`config.mk`:
```
export PLATFORM = sky130hd
export DESIGN_NAME = signed_int_to_seven_segment
export DESIGN_NICKNAME = d
export VERILOG_FILES = /design/src/s7seg_pkg.sv /design/src/s7seg_csr.sv /design/src/s7seg_convert.sv /design/src/signed_int_to_seven_segment.sv
export VERILOG_INCLUDE_DIRS = /design/src /design/src/src
export SDC_FILE = /design/constraint.sdc
export NUM_CORES = 1
export LEC_CHECK = 0
export BUFFER_PORTS_ARGS = -buffer_cell sky130_fd_sc_hd__buf_2
export CORE_MARGIN = 2
export CORE_UTILIZATION = 30
export DETAILED_ROUTE_END_ITERATION = 6
export MAX_ROUTING_LAYER = met4
export PLACE_DENSITY = 0.52
export SYNTH_ARGS = -nofsm -noshare
export SYNTH_HDL_FRONTEND = slang
export SYNTH_HIERARCHICAL = 1
export SYNTH_SLANG_ARGS = --single-unit
```
`constraint.sdc`:
```
create_clock -name clock -period 13.6 [get_ports clock]
set_input_delay 2.04 -clock clock [delete_from_list [all_inputs] [get_ports clock]]
set_output_delay 2.04 -clock clock [all_outputs]
set_load 0.05 [all_outputs]
```
`src/signed_int_to_seven_segment_defines.svh`:
```
// ============================================================================
// Assertion macros for signed_int_to_seven_segment
// Concurrent check wrappers; define ASSERT_OFF to compile them out.
// ============================================================================
`ifndef SIGNED_INT_TO_SEVEN_SEGMENT_DEFINES_SVH
`define SIGNED_INT_TO_SEVEN_SEGMENT_DEFINES_SVH

`ifndef ASSERT_OFF

// Same-cycle implication, disabled in reset
`define ASSERT_IMPLY(label, clk, rst, ante, cons) \
   label: assert property (@(posedge clk) disable iff (rst) (ante) |-> (cons)) \
      else $error("implication check failed");

// Next-cycle implication, disabled in reset
`define ASSERT_NEXT(label, clk, rst, ante, cons) \
   label: assert property (@(posedge clk) disable iff (rst) (ante) |=> (cons)) \
      else $error("next-cycle check failed");

`else

`define ASSERT_IMPLY(label, clk, rst, ante, cons)
`define ASSERT_NEXT(label, clk, rst, ante, cons)

`endif

`endif

```
`src/s7seg_pkg.sv`:
```
`timescale 1ns / 1ps
// ============================================================================
// s7seg_pkg
// Shared types, constants and digit helpers of the seven-segment converter.
// ============================================================================
package s7seg_pkg;

   localparam int ValueWidth  = 16;
   localparam int MagWidth    = 14;   // saturated magnitude never exceeds 9999
   localparam int PairWidth   = 7;    // a value 0..99
   localparam int DigitWidth  = 4;
   localparam int SegWidth    = 8;
   localparam int CsrIdxWidth = 4;

   localparam logic signed [ValueWidth-1:0] ValueMax = 16'sd9999;
   localparam logic signed [ValueWidth-1:0] ValueMin = -16'sd999;

   // quotient by 100 as (mag * 5243) >> 19, exact for mag up to 9999
   localparam int ProdWidth     = 27;
   localparam int Recip100      = 5243;
   localparam int Recip100Shift = 19;
   // quotient by 10 as (x * 205) >> 11, exact for x up to 99
   localparam int Prod10Width   = 16;
   localparam int Recip10       = 205;
   localparam int Recip10Shift  = 11;

   localparam logic [MagWidth-1:0] Lim10   = 14'd10;
   localparam logic [MagWidth-1:0] Lim100  = 14'd100;
   localparam logic [MagWidth-1:0] Lim1000 = 14'd1000;

   localparam logic [SegWidth-1:0] BlankReset = 8'h00;
   localparam logic [SegWidth-1:0] MinusReset = 8'h40;
   localparam logic [SegWidth-1:0] SegZero    = 8'h3F;

   typedef enum logic [CsrIdxWidth-1:0] {
      CSR_BLANK_PATTERN = 4'd0,
      CSR_MINUS_PATTERN = 4'd1
   } csr_index_type;

   typedef struct packed {
      logic [SegWidth-1:0] blank_pattern;
      logic [SegWidth-1:0] minus_pattern;
   } cfg_type;

   typedef struct packed {
      logic [SegWidth-1:0] left;
      logic [SegWidth-1:0] mid_left;
      logic [SegWidth-1:0] mid_right;
      logic [SegWidth-1:0] right;
   } digits_type;

   typedef struct packed {
      logic [DigitWidth-1:0] tens;
      logic [DigitWidth-1:0] ones;
   } pair_type;

   // Split 0..99 into two decimal digits
   function automatic pair_type split_pair(input logic [PairWidth-1:0] x);
      logic [Prod10Width-1:0] prod;
      pair_type               res;
      prod     = Prod10Width'(x) * Prod10Width'(Recip10);
      res.tens = DigitWidth'(prod >> Recip10Shift);
      res.ones = DigitWidth'(x - PairWidth'(res.tens) * PairWidth'(10));
      return res;
   endfunction

   // Segment byte of a decimal numeral, bit0 = a .. bit6 = g
   function automatic logic [SegWidth-1:0] seg_of_digit(input logic [DigitWidth-1:0] d);
      logic [SegWidth-1:0] seg;
      case (d)
         4'd0:    seg = 8'h3F;
         4'd1:    seg = 8'h06;
         4'd2:    seg = 8'h5B;
         4'd3:    seg = 8'h4F;
         4'd4:    seg = 8'h66;
         4'd5:    seg = 8'h6D;
         4'd6:    seg = 8'h7D;
         4'd7:    seg = 8'h07;
         4'd8:    seg = 8'h7F;
         4'd9:    seg = 8'h6F;
         default: seg = 8'h00;
      endcase
      return seg;
   endfunction

endpackage

```
`src/s7seg_csr.sv`:
```
`timescale 1ns / 1ps
// ============================================================================
// s7seg_csr
// Blank and minus segment pattern registers behind the write port.
// ============================================================================
module s7seg_csr
   import s7seg_pkg::*;
(
   input  logic                   clock,
   input  logic                   reset,
   input  logic                   csr_valid,
   input  logic [CsrIdxWidth-1:0] csr_index,
   input  logic [SegWidth-1:0]    csr_data,
   output logic                   csr_ready,
   output cfg_type                cfg
);

   cfg_type cfg_ff;
   cfg_type cfg_in;

   assign csr_ready = 1'b1;

   // unknown index: drop the write
   always_comb begin
      cfg_in = cfg_ff;
      if (csr_valid && csr_ready) begin
         case (csr_index)
            CSR_BLANK_PATTERN: cfg_in.blank_pattern = csr_data;
            CSR_MINUS_PATTERN: cfg_in.minus_pattern = csr_data;
            default:           cfg_in = cfg_ff;
         endcase
      end
   end

   always_ff @(posedge clock) begin
      if (reset) begin
         cfg_ff.blank_pattern <= BlankReset;
         cfg_ff.minus_pattern <= MinusReset;
      end else begin
         cfg_ff <= cfg_in;
      end
   end

   assign cfg = cfg_ff;

endmodule

```
`src/s7seg_convert.sv`:
```
`timescale 1ns / 1ps
// ============================================================================
// s7seg_convert
// Saturate, split into decimal digits and map to display segment bytes.
// ============================================================================
module s7seg_convert
   import s7seg_pkg::*;
(
   input  logic signed [ValueWidth-1:0] value,
   input  cfg_type                      cfg,
   output digits_type                   digits
);

   logic signed [ValueWidth-1:0] sat;
   logic signed [ValueWidth-1:0] mag_wide;
   logic                         neg;
   logic [MagWidth-1:0]          mag;
   logic [ProdWidth-1:0]         prod;
   logic [PairWidth-1:0]         hi_pair;
   logic [PairWidth-1:0]         lo_pair;
   pair_type                     hi;
   pair_type                     lo;

   always_comb begin
      if (value > ValueMax) begin
         sat = ValueMax;
      end else if (value < ValueMin) begin
         sat = ValueMin;
      end else begin
         sat = value;
      end
      neg      = sat[ValueWidth-1];
      mag_wide = neg ? -sat : sat;
      mag      = mag_wide[MagWidth-1:0];
   end

   // hundreds pair and remainder pair
   assign prod    = ProdWidth'(mag) * ProdWidth'(Recip100);
   assign hi_pair = PairWidth'(prod >> Recip100Shift);
   assign lo_pair = PairWidth'(mag - MagWidth'(hi_pair) * MagWidth'(100));
   assign hi      = split_pair(hi_pair);
   assign lo      = split_pair(lo_pair);

   // rightmost always lit; minus leftmost if negative; others lit once reached
   always_comb begin
      digits.right     = seg_of_digit(lo.ones);
      digits.mid_right = (mag >= Lim10)  ? seg_of_digit(lo.tens) : cfg.blank_pattern;
      digits.mid_left  = (mag >= Lim100) ? seg_of_digit(hi.ones) : cfg.blank_pattern;
      if (neg) begin
         digits.left = cfg.minus_pattern;
      end else if (mag >= Lim1000) begin
         digits.left = seg_of_digit(hi.tens);
      end else begin
         digits.left = cfg.blank_pattern;
      end
   end

endmodule

```
`src/signed_int_to_seven_segment.sv`:
```
`timescale 1ns / 1ps
// ============================================================================
// signed_int_to_seven_segment
// Signed 16-bit value to four seven-segment bytes, saturated to -999..9999.
// ============================================================================
// Path: a transferred request is held in the input register, then the
//   single conversion pass feeds the result register.
// Throughput: 1 item per cycle while the result channel is not stalled; set by the one-pass conversion between them.
// Reset: synchronous, active high; clears both stage valids, loads blank
//   pattern 0x00 and minus pattern 0x40.
`include "signed_int_to_seven_segment_defines.svh"

module signed_int_to_seven_segment
   import s7seg_pkg::*;
(
   input  logic                         clock,
   input  logic                         reset,
   // request channel
   input  logic                         req_valid,
   output logic                         req_stall,
   input  logic signed [ValueWidth-1:0] req_value,
   // result channel
   output logic                         rsp_valid,
   input  logic                         rsp_stall,
   output logic [SegWidth-1:0]          rsp_digit_left,
   output logic [SegWidth-1:0]          rsp_digit_mid_left,
   output logic [SegWidth-1:0]          rsp_digit_mid_right,
   output logic [SegWidth-1:0]          rsp_digit_right,
   // configuration write channel
   input  logic                         csr_valid,
   output logic                         csr_ready,
   input  logic [CsrIdxWidth-1:0]       csr_index,
   input  logic [SegWidth-1:0]          csr_data
);

   cfg_type cfg;

   // input stage
   logic                         in_valid_ff;
   logic                         in_valid_in;
   logic signed [ValueWidth-1:0] in_value_ff;
   logic signed [ValueWidth-1:0] in_value_in;

   // result stage
   logic       out_valid_ff;
   logic       out_valid_in;
   digits_type out_digits_ff;
   digits_type out_digits_in;
   digits_type conv_digits;

   logic advance_out;
   logic advance_in;

   s7seg_csr u_csr (
      .clock     (clock),
      .reset     (reset),
      .csr_valid (csr_valid),
      .csr_index (csr_index),
      .csr_data  (csr_data),
      .csr_ready (csr_ready),
      .cfg       (cfg)
   );

   s7seg_convert u_convert (
      .value  (in_value_ff),
      .cfg    (cfg),
      .digits (conv_digits)
   );

   // The result register advances when empty or when its transfer completes;
   // the input register advances when empty or when it can hand over. This
   // lets a new request land while a finished result still waits.
   assign advance_out = !out_valid_ff || !rsp_stall;
   assign advance_in  = !in_valid_ff || advance_out;
   assign req_stall   = !advance_in;

   always_comb begin
      in_valid_in   = in_valid_ff;
      in_value_in   = in_value_ff;
      out_valid_in  = out_valid_ff;
      out_digits_in = out_digits_ff;
      // advance the result stage: take the converted item or drain
      if (advance_out) begin
         out_valid_in  = in_valid_ff;
         out_digits_in = conv_digits;
      end
      // capture a new request on transfer, otherwise hold
      if (advance_in) begin
         in_valid_in = req_valid;
         in_value_in = req_value;
      end
   end

   always_ff @(posedge clock) begin
      if (reset) begin
         in_valid_ff  <= 1'b0;
         out_valid_ff <= 1'b0;
      end else begin
         in_valid_ff  <= in_valid_in;
         out_valid_ff <= out_valid_in;
      end
      in_value_ff   <= in_value_in;
      out_digits_ff <= out_digits_in;
   end

   assign rsp_valid           = out_valid_ff;
   assign rsp_digit_left      = out_digits_ff.left;
   assign rsp_digit_mid_left  = out_digits_ff.mid_left;
   assign rsp_digit_mid_right = out_digits_ff.mid_right;
   assign rsp_digit_right     = out_digits_ff.right;

   // Both stages full with the result held: the request side must stall
   `ASSERT_IMPLY(a_full_stall, clock, reset, in_valid_ff && out_valid_ff && rsp_stall, req_stall)
   // A request transfer always lands in the input stage
   `ASSERT_NEXT(a_req_lands, clock, reset, req_valid && !req_stall, in_valid_ff)
   // An item handed over always shows up as a result
   `ASSERT_NEXT(a_handover, clock, reset, in_valid_ff && advance_out, rsp_valid)
   // Negative values carry the minus pattern leftmost
   `ASSERT_NEXT(a_minus_left, clock, reset, in_valid_ff && advance_out && in_value_ff[ValueWidth-1], rsp_digit_left == cfg.minus_pattern)
   // Zero shows the numeral 0 rightmost
   `ASSERT_NEXT(a_zero_right, clock, reset, in_valid_ff && advance_out && in_value_ff == '0, rsp_digit_right == SegZero)

endmodule

```
==> results.md, run 1 <==
* Worst R2R Start: in_value_ff[6]
* Crit path max fanout at 16
* Remaining antenna violation count at 0
* Worst slew pin tran at 847 ps
* Final Instance Area at 0.0114 mm2
* R2R Setup Slk at 640 ps
* Final setup viols at 0
* Vias in the first global route at 7386
* Detailed Route WL at 23600 um
* Slowest cell on the critical path: fa_1
* Worst EP arrival at 13050 ps
* Routed via count at 7356
* Die Span X at 184 um
* TritonCTS Buffers at 9
* DRT iter0 DRCs at 336
* Total grt overflow at 0
* Worst min path class: flop to flop
* Crit path capture type: flop
* Largest net degree at the start of global routing at 33
* Top cell type by total area after synthesis: ha_1
* Syn nets at 1328
* Post-layout min period at 12960 ps
* Total Routing Usage GR at 14.7%
* WHS at 456 ps
* Clock Tree Buf Depth at 2
* Area grow syn2layout at 17.7%
* Slew Limit Fails at 0
* Fillers at 3250
* Synth top area cells: ha_1 26%, fa_1 15%, edfxtp_1 15%, inv_1 6.7%, dfxtp_1 3.7%
* Crit Path Class: flop to flop
* CP required at 13690 ps
* Fin. Hold Viols at 0
* # diodes at 0
* DRT Pass-1 Iters at 5
* Post-Synthesis Cell Area at 0.00970 mm2
* FP Rows at 65
* Clock sinks at 66
* Most frequent cells in the layout: 194 x ha_1, 169 x inv_1, 72 x fa_1
* Hpwl dp at 19800 um
* Startpoint of the worst hold path: u_csr/cfg[6]
* Worst slew margin at 43.1%
* Mean area per synthesized cell at 9.48 um2
* Number of synthesized flops with an enable pin at 48
* Most common cell type on the critical path: inv_1
* Clock transition at the registers of the reported paths at 50 ps
* Vias/cell at 4.78
* Seq cells post-synth at 66
* Count of max-cap constraint violations at 0
* Final Skew at 6.29 ps
* Gate Count Post-Synth at 1023
* Worst Setup Start Kind: flop
* Register area share after synthesis at 18.6%
* Share of cells above drive strength 1 at 18.8%
* Placed cell area at 0.0107 mm2
* Crit path launch: in_value_ff[6]
* Commonest non-fill, non-tap cell in the layout: ha_1
* Critical Path Max Stage Delay at 520 ps
* Die height at 184 um
* Tcrit/Tclk final at 95.3%
* Ys Warns at 6
* Skew-Pair Late Insertion Delay at 340 ps
* First-pass GRT wire length at 38000 um
* Synth cell types at 82
* Dominant synthesized flop cell: edfxtp_1
* Die Footprint at 0.0338 mm2
* H-tree depth at 3
* Outcome: complete, no violations
* Ys async rst share at 0%
* # IOs at 68
* Starting Density at 30.6%
* Share of Yosys cell area claimed by the top area cell type at 25.7%
* Initial antenna violation count at 0
* Nets at 1438
* Fmax at 77.1 MHz
* # DRC at 0
* Placer Congestion at 0.895
* Root Driver: clkbuf_16
* Number of buffers added on ports at 66
* Core box area at 0.0317 mm2
* # hold bufs at CTS at 0
* Wire length per cell at 15.3 um
* CTS tree: yes
[worst paths after layout]
check / depth (start not counted) / end
worst max register to register: 58 / rsp_digit_right[4]
worst min register to register: 1 / u_csr/cfg[6]
worst min-delay path: 1 / u_csr/cfg[6]
worst max-delay path: 58 / rsp_digit_right[4]
[per-stage QoR]
| stage | worst slack, ps | setup TNS, ps | std cells | util (%) |
|---|---|---|---|---|
| after floorplan | 55.6 | 0 | 1023 | - |
| after global placement | 327 | 0 | 1503 | 33.8 |
| after detailed placement | 122 | 0 | 1503 | 33.8 |
| after CTS | 76.9 | 0 | 1518 | 34.6 |
| after global routing | -115 | -638 | 1539 | 36.0 |
| final | 638 | 0 | 1539 | 36.0 |
[critical path, delay by kind of cell, from the launching register on]
family | cells | cell delay (ps)
fa+ha+maj | 15 | 5380
mux | 1 | 360
buf+inv | 15 | 1320
simple gates | 8 | 1460
compound gates | 12 | 2180
flops | 1 | 460
xor+xnor | 7 | 1550
[Yosys cell counts (9+ instances only)]
cell type / n
a21o_1: 14
a21oi_1: 30
a31oi_1: 11
and2_1: 11
clkbuf_1: 12
dfxtp_1: 18
edfxtp_1: 48
fa_1: 73
ha_1: 199
inv_1: 173
mux2i_1: 22
nand2_1: 55
nand2b_1: 34
nand3_1: 15
nand4_1: 9
nor2_1: 51
nor2b_1: 9
nor3_1: 15
nor4_1: 10
o21ai_0: 42
xnor2_1: 30
xor2_1: 10
[cell type report]
cell class,count,area [um2],area share (%)
multi-input combinational,758,7420,65.0
clock inverter,6,48.8,0.427
clock buffer,9,225,1.97
tap,402,503,4.40
timing repair buffer,123,762,6.67
inverter,175,661,5.78
sequential,66,1800,15.8
[registers in the layout, indices dropped and copies added (netlist names)]
register	count
rsp_digit_right	8
rsp_digit_mid_left	8
in_valid_ff	1
in_value_ff	16
rsp_digit_mid_right	8
u_csr/cfg	16
rsp_digit_left	8
rsp_valid	1
[cell families (layout without fill, tap and decap cells)]
logic type | after synthesis | count (layout) | synth area share (%)
mux | 26 | 26 | 2.76
fa+ha+maj | 274 | 274 | 40.9
buf+inv | 199 | 313 | 7.96
xor+xnor | 44 | 44 | 4.49
other cells | 2 | 2 | 0.0774
simple gates | 248 | 248 | 13.8
compound gates | 164 | 164 | 11.5
flops | 66 | 66 | 18.6
[layer usage]
layer	track usage (%)	part of all wire, %	vias up
met5	-	0	-
met4	2.43	1.0	0
met3	1.94	2.7	20
met2	23.5	47	121
met1	20.0	49	3520
li1	-	-	3695
[repair_timing]
| action | CTS | global route |
|---|---|---|
| setup endpoints to repair | 0 | 18 |
| endpoints found under the hold margin | 0 | 0 |
| gates resized for setup | 0 | 60 |
| setup buffers | 0 | 21 |
Power of run 1 is left out: the tool's default activity adds up to more than one toggle a clock period on the data nets, which glitch-free logic cannot reach.
==> run 2, diff against run 1 <==
- ABC_AREA: default -> 1
==> run 2 against run 1 <==
Wire length rose by 5.0%. Clock skew down 0.71 ps. Count of clock-buffer cells in the layout did not move. Global-route usage about the same. First-iteration DRC count decreased by 32%.
==> results.md, run 2 <==
* RSZ-0062 raised after global routing: false
* Worst slew margin at 47.7% (was 43.1%)
* Die Footprint at 0.0363 mm2 (was 0.0338 mm2)
* Number of synthesized flops with an enable pin at 48 (unchanged)
* Fillers at 3714 (was 3250)
* First-pass GRT wire length at 41000 um (was 38000 um)
* Synth Area in Simple Gates at 26.0% (was 13.8%)
* Top-count cell post-synth: nand2_1 (was ha_1)
* Worst Setup Start Kind: flop (unchanged)
* Die Span X at 191 um (was 184 um)
* Nets at 1714 (was 1438)
* Slowest cell on the critical path: fa_2 (was fa_1)
* Total grt overflow at 0 (unchanged)
* Crit path capture type: flop (unchanged)
* Dominant synthesized flop cell: edfxtp_1 (unchanged)
* Post-Synthesis Cell Area at 0.0104 mm2 (was 0.00970 mm2)
* Most common cell type on the critical path: inv_1 (unchanged)
* Top cell type by total area after synthesis: ha_1 (unchanged)
* Largest net degree at the start of global routing at 34 (was 33)
* Post-Synth XOR/XNOR Area at 2.18% (was 4.49%)
* Synth top area cells: ha_1 24%, fa_1 14%, edfxtp_1 14%, nand2_1 12%, inv_1 10% (was ha_1 26%, fa_1 15%, edfxtp_1 15%, inv_1 6.7%, dfxtp_1 3.7%)
* Starting Density at 30.4% (was 30.6%)
* Register Area at 0.00180 mm2 (unchanged)
* Final Instance Area at 0.0116 mm2 (was 0.0114 mm2)
* Remaining antenna violation count at 0 (unchanged)
* Outcome: complete, no violations (unchanged)
* Worst slew pin tran at 780 ps (was 847 ps)
* Critical Path Max Stage Delay at 610 ps (was 520 ps)
* Final Skew at 5.58 ps (was 6.29 ps)
* Total Routing Usage GR at 14.6% (was 14.7%)
* Area of the multi-input gates at 0.00743 mm2 (was 0.00742 mm2)
* Root Driver: clkbuf_16 (unchanged)
* Die height at 191 um (was 184 um)
* Clock Tree Buf Depth at 2 (unchanged)
* Initial antenna violation count at 0 (unchanged)
* Placer Congestion at 0.868 (was 0.895)
* Syn nets at 1644 (was 1328)
* # IOs at 68 (unchanged)
* Fin. Hold Viols at 0 (unchanged)
* Synth cell types at 51 (was 82)
* Setup_tns at 0 ps (unchanged)
* Synth Area in Adders at 37.9% (was 40.9%)
* DRT Pass-1 Iters at 4 (was 5)
* Worst min path class: flop to flop (unchanged)
* Hpwl dp at 21200 um (was 19800 um)
* Tcrit/Tclk final at 92.5% (was 95.3%)
* Register area share after synthesis at 17.3% (was 18.6%)
* Cell family with most CP delay: adder cells (unchanged)
* Vias in the first global route at 8222 (was 7386)
* Seq cells post-synth at 66 (unchanged)
* Placed cell area at 0.0113 mm2 (was 0.0107 mm2)
* Count of max-cap constraint violations at 0 (unchanged)
* Detailed Route WL at 24800 um (was 23600 um)
* Crit Path Class: flop to flop (unchanged)
* CP Buf/Inv Count at 16 (was 15)
* Util after Layout at 33.8% (was 36.0%)
* Number of buffers added on ports at 66 (unchanged)
* Share of cells above drive strength 1 at 12.4% (was 18.8%)
* Post-synthesis mux area share at 0% (was 2.76%)
* Ys async rst share at 0% (unchanged)
* Gate Count Post-Synth at 1339 (was 1023)
* Post-layout min period at 12570 ps (was 12960 ps)
* DRT iter0 DRCs at 229 (was 336)
* Routed via count at 8203 (was 7356)
* Final setup viols at 0 (unchanged)
* # diodes at 0 (unchanged)
* Worst EP arrival at 12780 ps (was 13050 ps)
* CTS tree: yes (unchanged)
* Wire length per cell at 13.3 um (was 15.3 um)
* Vias/cell at 4.39 (was 4.78)
* H-tree depth at 3 (unchanged)
* Clock sinks at 66 (unchanged)
* Slew Limit Fails at 0 (unchanged)
* Fmax at 79.5 MHz (was 77.1 MHz)
* Crit path max fanout at 12 (was 16)
* TritonCTS Buffers at 9 (unchanged)
* Most frequent cells in the layout: 324 x nand2_1, 281 x inv_1, 199 x ha_1 (was 194 x ha_1, 169 x inv_1, 72 x fa_1)
* # DRC at 0 (unchanged)
* # hold bufs at CTS at 0 (unchanged)
* CP required at 13810 ps (was 13690 ps)
* Synth top cells by count: 326 x nand2_1, 282 x inv_1, 199 x ha_1 (was 199 x ha_1, 173 x inv_1, 73 x fa_1)
* Core box area at 0.0344 mm2 (was 0.0317 mm2)
* Skew-Pair Late Insertion Delay at 340 ps (about the same)
* Commonest non-fill, non-tap cell in the layout: nand2_1 (was ha_1)
* Clock transition at the registers of the reported paths at 60 ps (was 50 ps)
* Compound-cell area share of the yosys netlist at 4.81% (was 11.5%)
* FP Rows at 68 (was 65)
* Mean area per synthesized cell at 7.79 um2 (was 9.48 um2)
* Area grow syn2layout at 11.4% (was 17.7%)
* Share of Yosys cell area claimed by the top area cell type at 23.9% (was 25.7%)
* Ys Warns at 6 (unchanged)
* Largest family of logic cells by synthesized area: adder cells (unchanged)
run 2: cell types whose count changed after synthesis, sizes merged, moves of 15 or more:
cell / before / now
inv: 175 / 299
mux2i: 23 / 0
nand2: 56 / 352
nand2b: 34 / 0
nand3: 15 / 74
nand3b: 4 / 19
nand4: 10 / 26
nor2: 51 / 85
o21ai: 48 / 27
xnor2: 30 / 10
run 2: cells by family (layout without fill, tap and decap cells):
kind of cell / Yosys count / count (layout)
DFF: 66 / 66
adders and majority gates: 272 / 272
and+or+nand+nor: 577 / 577
other: 2 / 2
buffers and inverters: 312 / 387
AOI/OAI and AO/OA: 84 / 84
xor gates and xnor gates: 26 / 26
run 2: path summary, 6_finish.rpt:
path / to / slack (ps) / start / cells after the start
setup reg to reg: rsp_digit_right[0] / 1030 / in_value_ff[1] / 58
hold reg to reg: rsp_valid / 470 / in_valid_ff / 2
hold / removal: rsp_valid / 470 / in_valid_ff / 2
setup / recovery: rsp_digit_right[0] / 1030 / in_value_ff[1] / 58
run 2: tightest hold or removal path, cell delays in order (launching register included):
cell	delay, ps
dfxtp_1	320
inv_1	50
a21oi_1	50
run 2: cell type report:
cell class / instances / area share (%)
repair buffers: 71 / 3.16
clock buffers: 9 / 1.94
multi-input cells: 961 / 63.9
clock inverters: 7 / 0.807
flip-flops and latches: 66 / 15.5
well taps: 455 / 4.90
inverters: 300 / 9.79
run 2: what timing repair did:
| action | CTS | global route |
|---|---|---|
| endpoints found under the setup margin | 0 | 18 |
| resized for setup | 0 | 11 |
| setup buffers | 0 | 1 |
run 2: stage by stage:
| step | setup slack [ps] | std cells | hold WS, ps |
|---|---|---|---|
| floorplan | 1670 | 1339 | 429 |
| global placement | 507 | 1852 | 448 |
| detailed placement | 397 | 1852 | 449 |
| CTS | 371 | 1868 | 465 |
| global route | 20.0 | 1869 | 486 |
| finish | 1030 | 1869 | 466 |
run 2: layer usage:
metal | vias to the layer above | global-route usage [%] | share of wire, %
li1 | 4349 | - | -
met1 | 3754 | 19.0 | 48
met2 | 78 | 24.7 | 49
met3 | 22 | 1.16 | 1.5
met4 | 0 | 3.79 | 1.6
met5 | - | - | 0
Power of run 2 is left out for the same reason.
==> run 3, diff against run 2 <==
- HOLD_SLACK_MARGIN: default -> 0.1
- PLACE_DENSITY: 0.52 -> 0.5
- clock period: 13.6 -> 13.2 ns (I/O delays scaled with it)
==> run 3 against run 2 <==
Die area stayed put. Final area rose by 0.39%. Register-to-register slack lost 100 ps. Non-clock buffer count up 2. Worst setup slack worse by 100 ps. Fmax up 2.4%.
==> results.md, run 3 (synthesized netlist as in run 2, its figures left out) <==
* Outcome: complete, no violations (unchanged)
* Worst Setup Start Kind: flop (unchanged)
* Remaining antenna violation count at 0 (unchanged)
* Critical Path Max Stage Delay at 660 ps (was 610 ps)
* Core box area at 0.0344 mm2 (unchanged)
* Clock transition at the registers of the reported paths at 60 ps (about the same)
* Fin. Hold Viols at 0 (unchanged)
* Commonest non-fill, non-tap cell in the layout: nand2_1 (unchanged)
* Worst slew margin at 45.5% (was 47.7%)
* CTS tree: yes (unchanged)
* Total Routing Usage GR at 15.0% (was 14.6%)
* # diodes at 0 (unchanged)
* Slowest cell on the critical path: fa_2 (unchanged)
* PostCTS Resize Cnt at 0 (unchanged)
* Tcrit/Tclk final at 93.0% (was 92.5%)
* Share of cells above drive strength 1 at 13.2% (was 12.4%)
* DRT iter0 DRCs at 440 (was 229)
* # hold bufs at CTS at 0 (unchanged)
* # DRC at 0 (unchanged)
* Die height at 191 um (unchanged)
* Placer Congestion at 0.840 (was 0.868)
* Util after Layout at 34.0% (was 33.8%)
* Nets at 1716 (was 1714)
* Fmax at 81.4 MHz (was 79.5 MHz)
* Crit Path Class: flop to flop (unchanged)
* Total grt overflow at 0 (unchanged)
* Initial antenna violation count at 0 (unchanged)
* Clock Tree Buf Depth at 2 (unchanged)
* Routed via count at 8300 (was 8203)
* Most common cell type on the critical path: inv_1 (unchanged)
* TritonCTS Buffers at 9 (unchanged)
* Root Driver: clkbuf_16 (unchanged)
* Post-layout min period at 12280 ps (was 12570 ps)
* Hpwl dp at 21800 um (was 21200 um)
* Slew Limit Fails at 0 (unchanged)
* Clock sinks at 66 (unchanged)
* Crit path capture type: flop (unchanged)
* Starting Density at 30.4% (unchanged)
* DRT Pass-1 Iters at 6 (was 4)
* FP Rows at 68 (unchanged)
* H-tree depth at 3 (unchanged)
* Final Skew at 7.23 ps (was 5.58 ps)
* Wire length per cell at 13.5 um (was 13.3 um)
* Vias in the first global route at 8295 (was 8222)
* Die Span X at 191 um (unchanged)
* Postcts setup bufs at 0 (unchanged)
* Die Footprint at 0.0363 mm2 (unchanged)
* CP required at 13410 ps (was 13810 ps)
* Skew-Pair Late Insertion Delay at 340 ps (about the same)
* Worst slew pin tran at 813 ps (was 780 ps)
* Most frequent cells in the layout: 322 x nand2_1, 282 x inv_1, 197 x ha_1 (was 324 x nand2_1, 281 x inv_1, 199 x ha_1)
* Final setup viols at 0 (unchanged)
* First-pass GRT wire length at 41900 um (was 41000 um)
* Detailed Route WL at 25300 um (was 24800 um)
* Number of buffers added on ports at 66 (unchanged)
* Worst EP arrival at 12490 ps (was 12780 ps)
* Count of max-cap constraint violations at 0 (unchanged)
* Area grow syn2layout at 11.8% (was 11.4%)
* Worst min path class: flop to flop (unchanged)
* # IOs at 68 (unchanged)
* Crit path max fanout at 12 (unchanged)
* Largest net degree at the start of global routing at 28 (was 34)
* Vias/cell at 4.44 (was 4.39)
-- run 3: final timing paths --
path | endpoint | cells past startpoint | from | slack (ps)
max | rsp_digit_right[0] | 58 | in_value_ff[1] | 920
min | rsp_valid | 2 | in_valid_ff | 460
max reg2reg | rsp_digit_right[0] | 58 | in_value_ff[1] | 920
min reg2reg | rsp_valid | 2 | in_valid_ff | 460
-- run 3: layout make-up --
| class | instances | area [um2] |
|---|---|---|
| Clock buffer | 9 | 225 |
| Clock inverter | 7 | 70.1 |
| Fill cell | 3732 | 22700 |
| Inverter | 300 | 1140 |
| Multi-Input combinational cell | 961 | 7480 |
| Sequential cell | 66 | 1800 |
| Tap cell | 455 | 569 |
| Timing Repair Buffer | 73 | 383 |
-- run 3: per-layer routing --
| layer | GRT usage, % | share of wire, % | wire length (um) |
|---|---|---|---|
| met4 | 4.29 | 2.1 | 544 |
| met3 | 1.55 | 3.0 | 748 |
| met2 | 24.5 | 46 | 11700 |
| met1 | 19.6 | 49 | 12300 |
| met5 | - | 0 | 0 |
-- run 3: worst max-delay path, delay by kind of cell (launching register included) --
kind                     cells  cell delay (ps)
flip-flops                   1              440
buffers and inverters       15             1370
AND/OR/NAND/NOR             15             1850
AO/OA/AOI/OAI                9             1540
adder cells (fa/ha/maj)     16             6210
XOR/XNOR                     3              750
-- run 3: per-stage QoR --
step                      setup TNS (ps)  setup WS (ps)  hold WS (ps)  cells  instance area, um2
final                                  0            922           462   1871               11700
after global routing               -44.1          -23.0           485   1871               11700
after CTS                              0            101           467   1871               11600
after detailed placement               0            151           458   1855               11300
after global placement                 0            327           449   1855               11300
after floorplan                        0           1270           429   1339               10400
Power of run 3 is left out for the same reason.
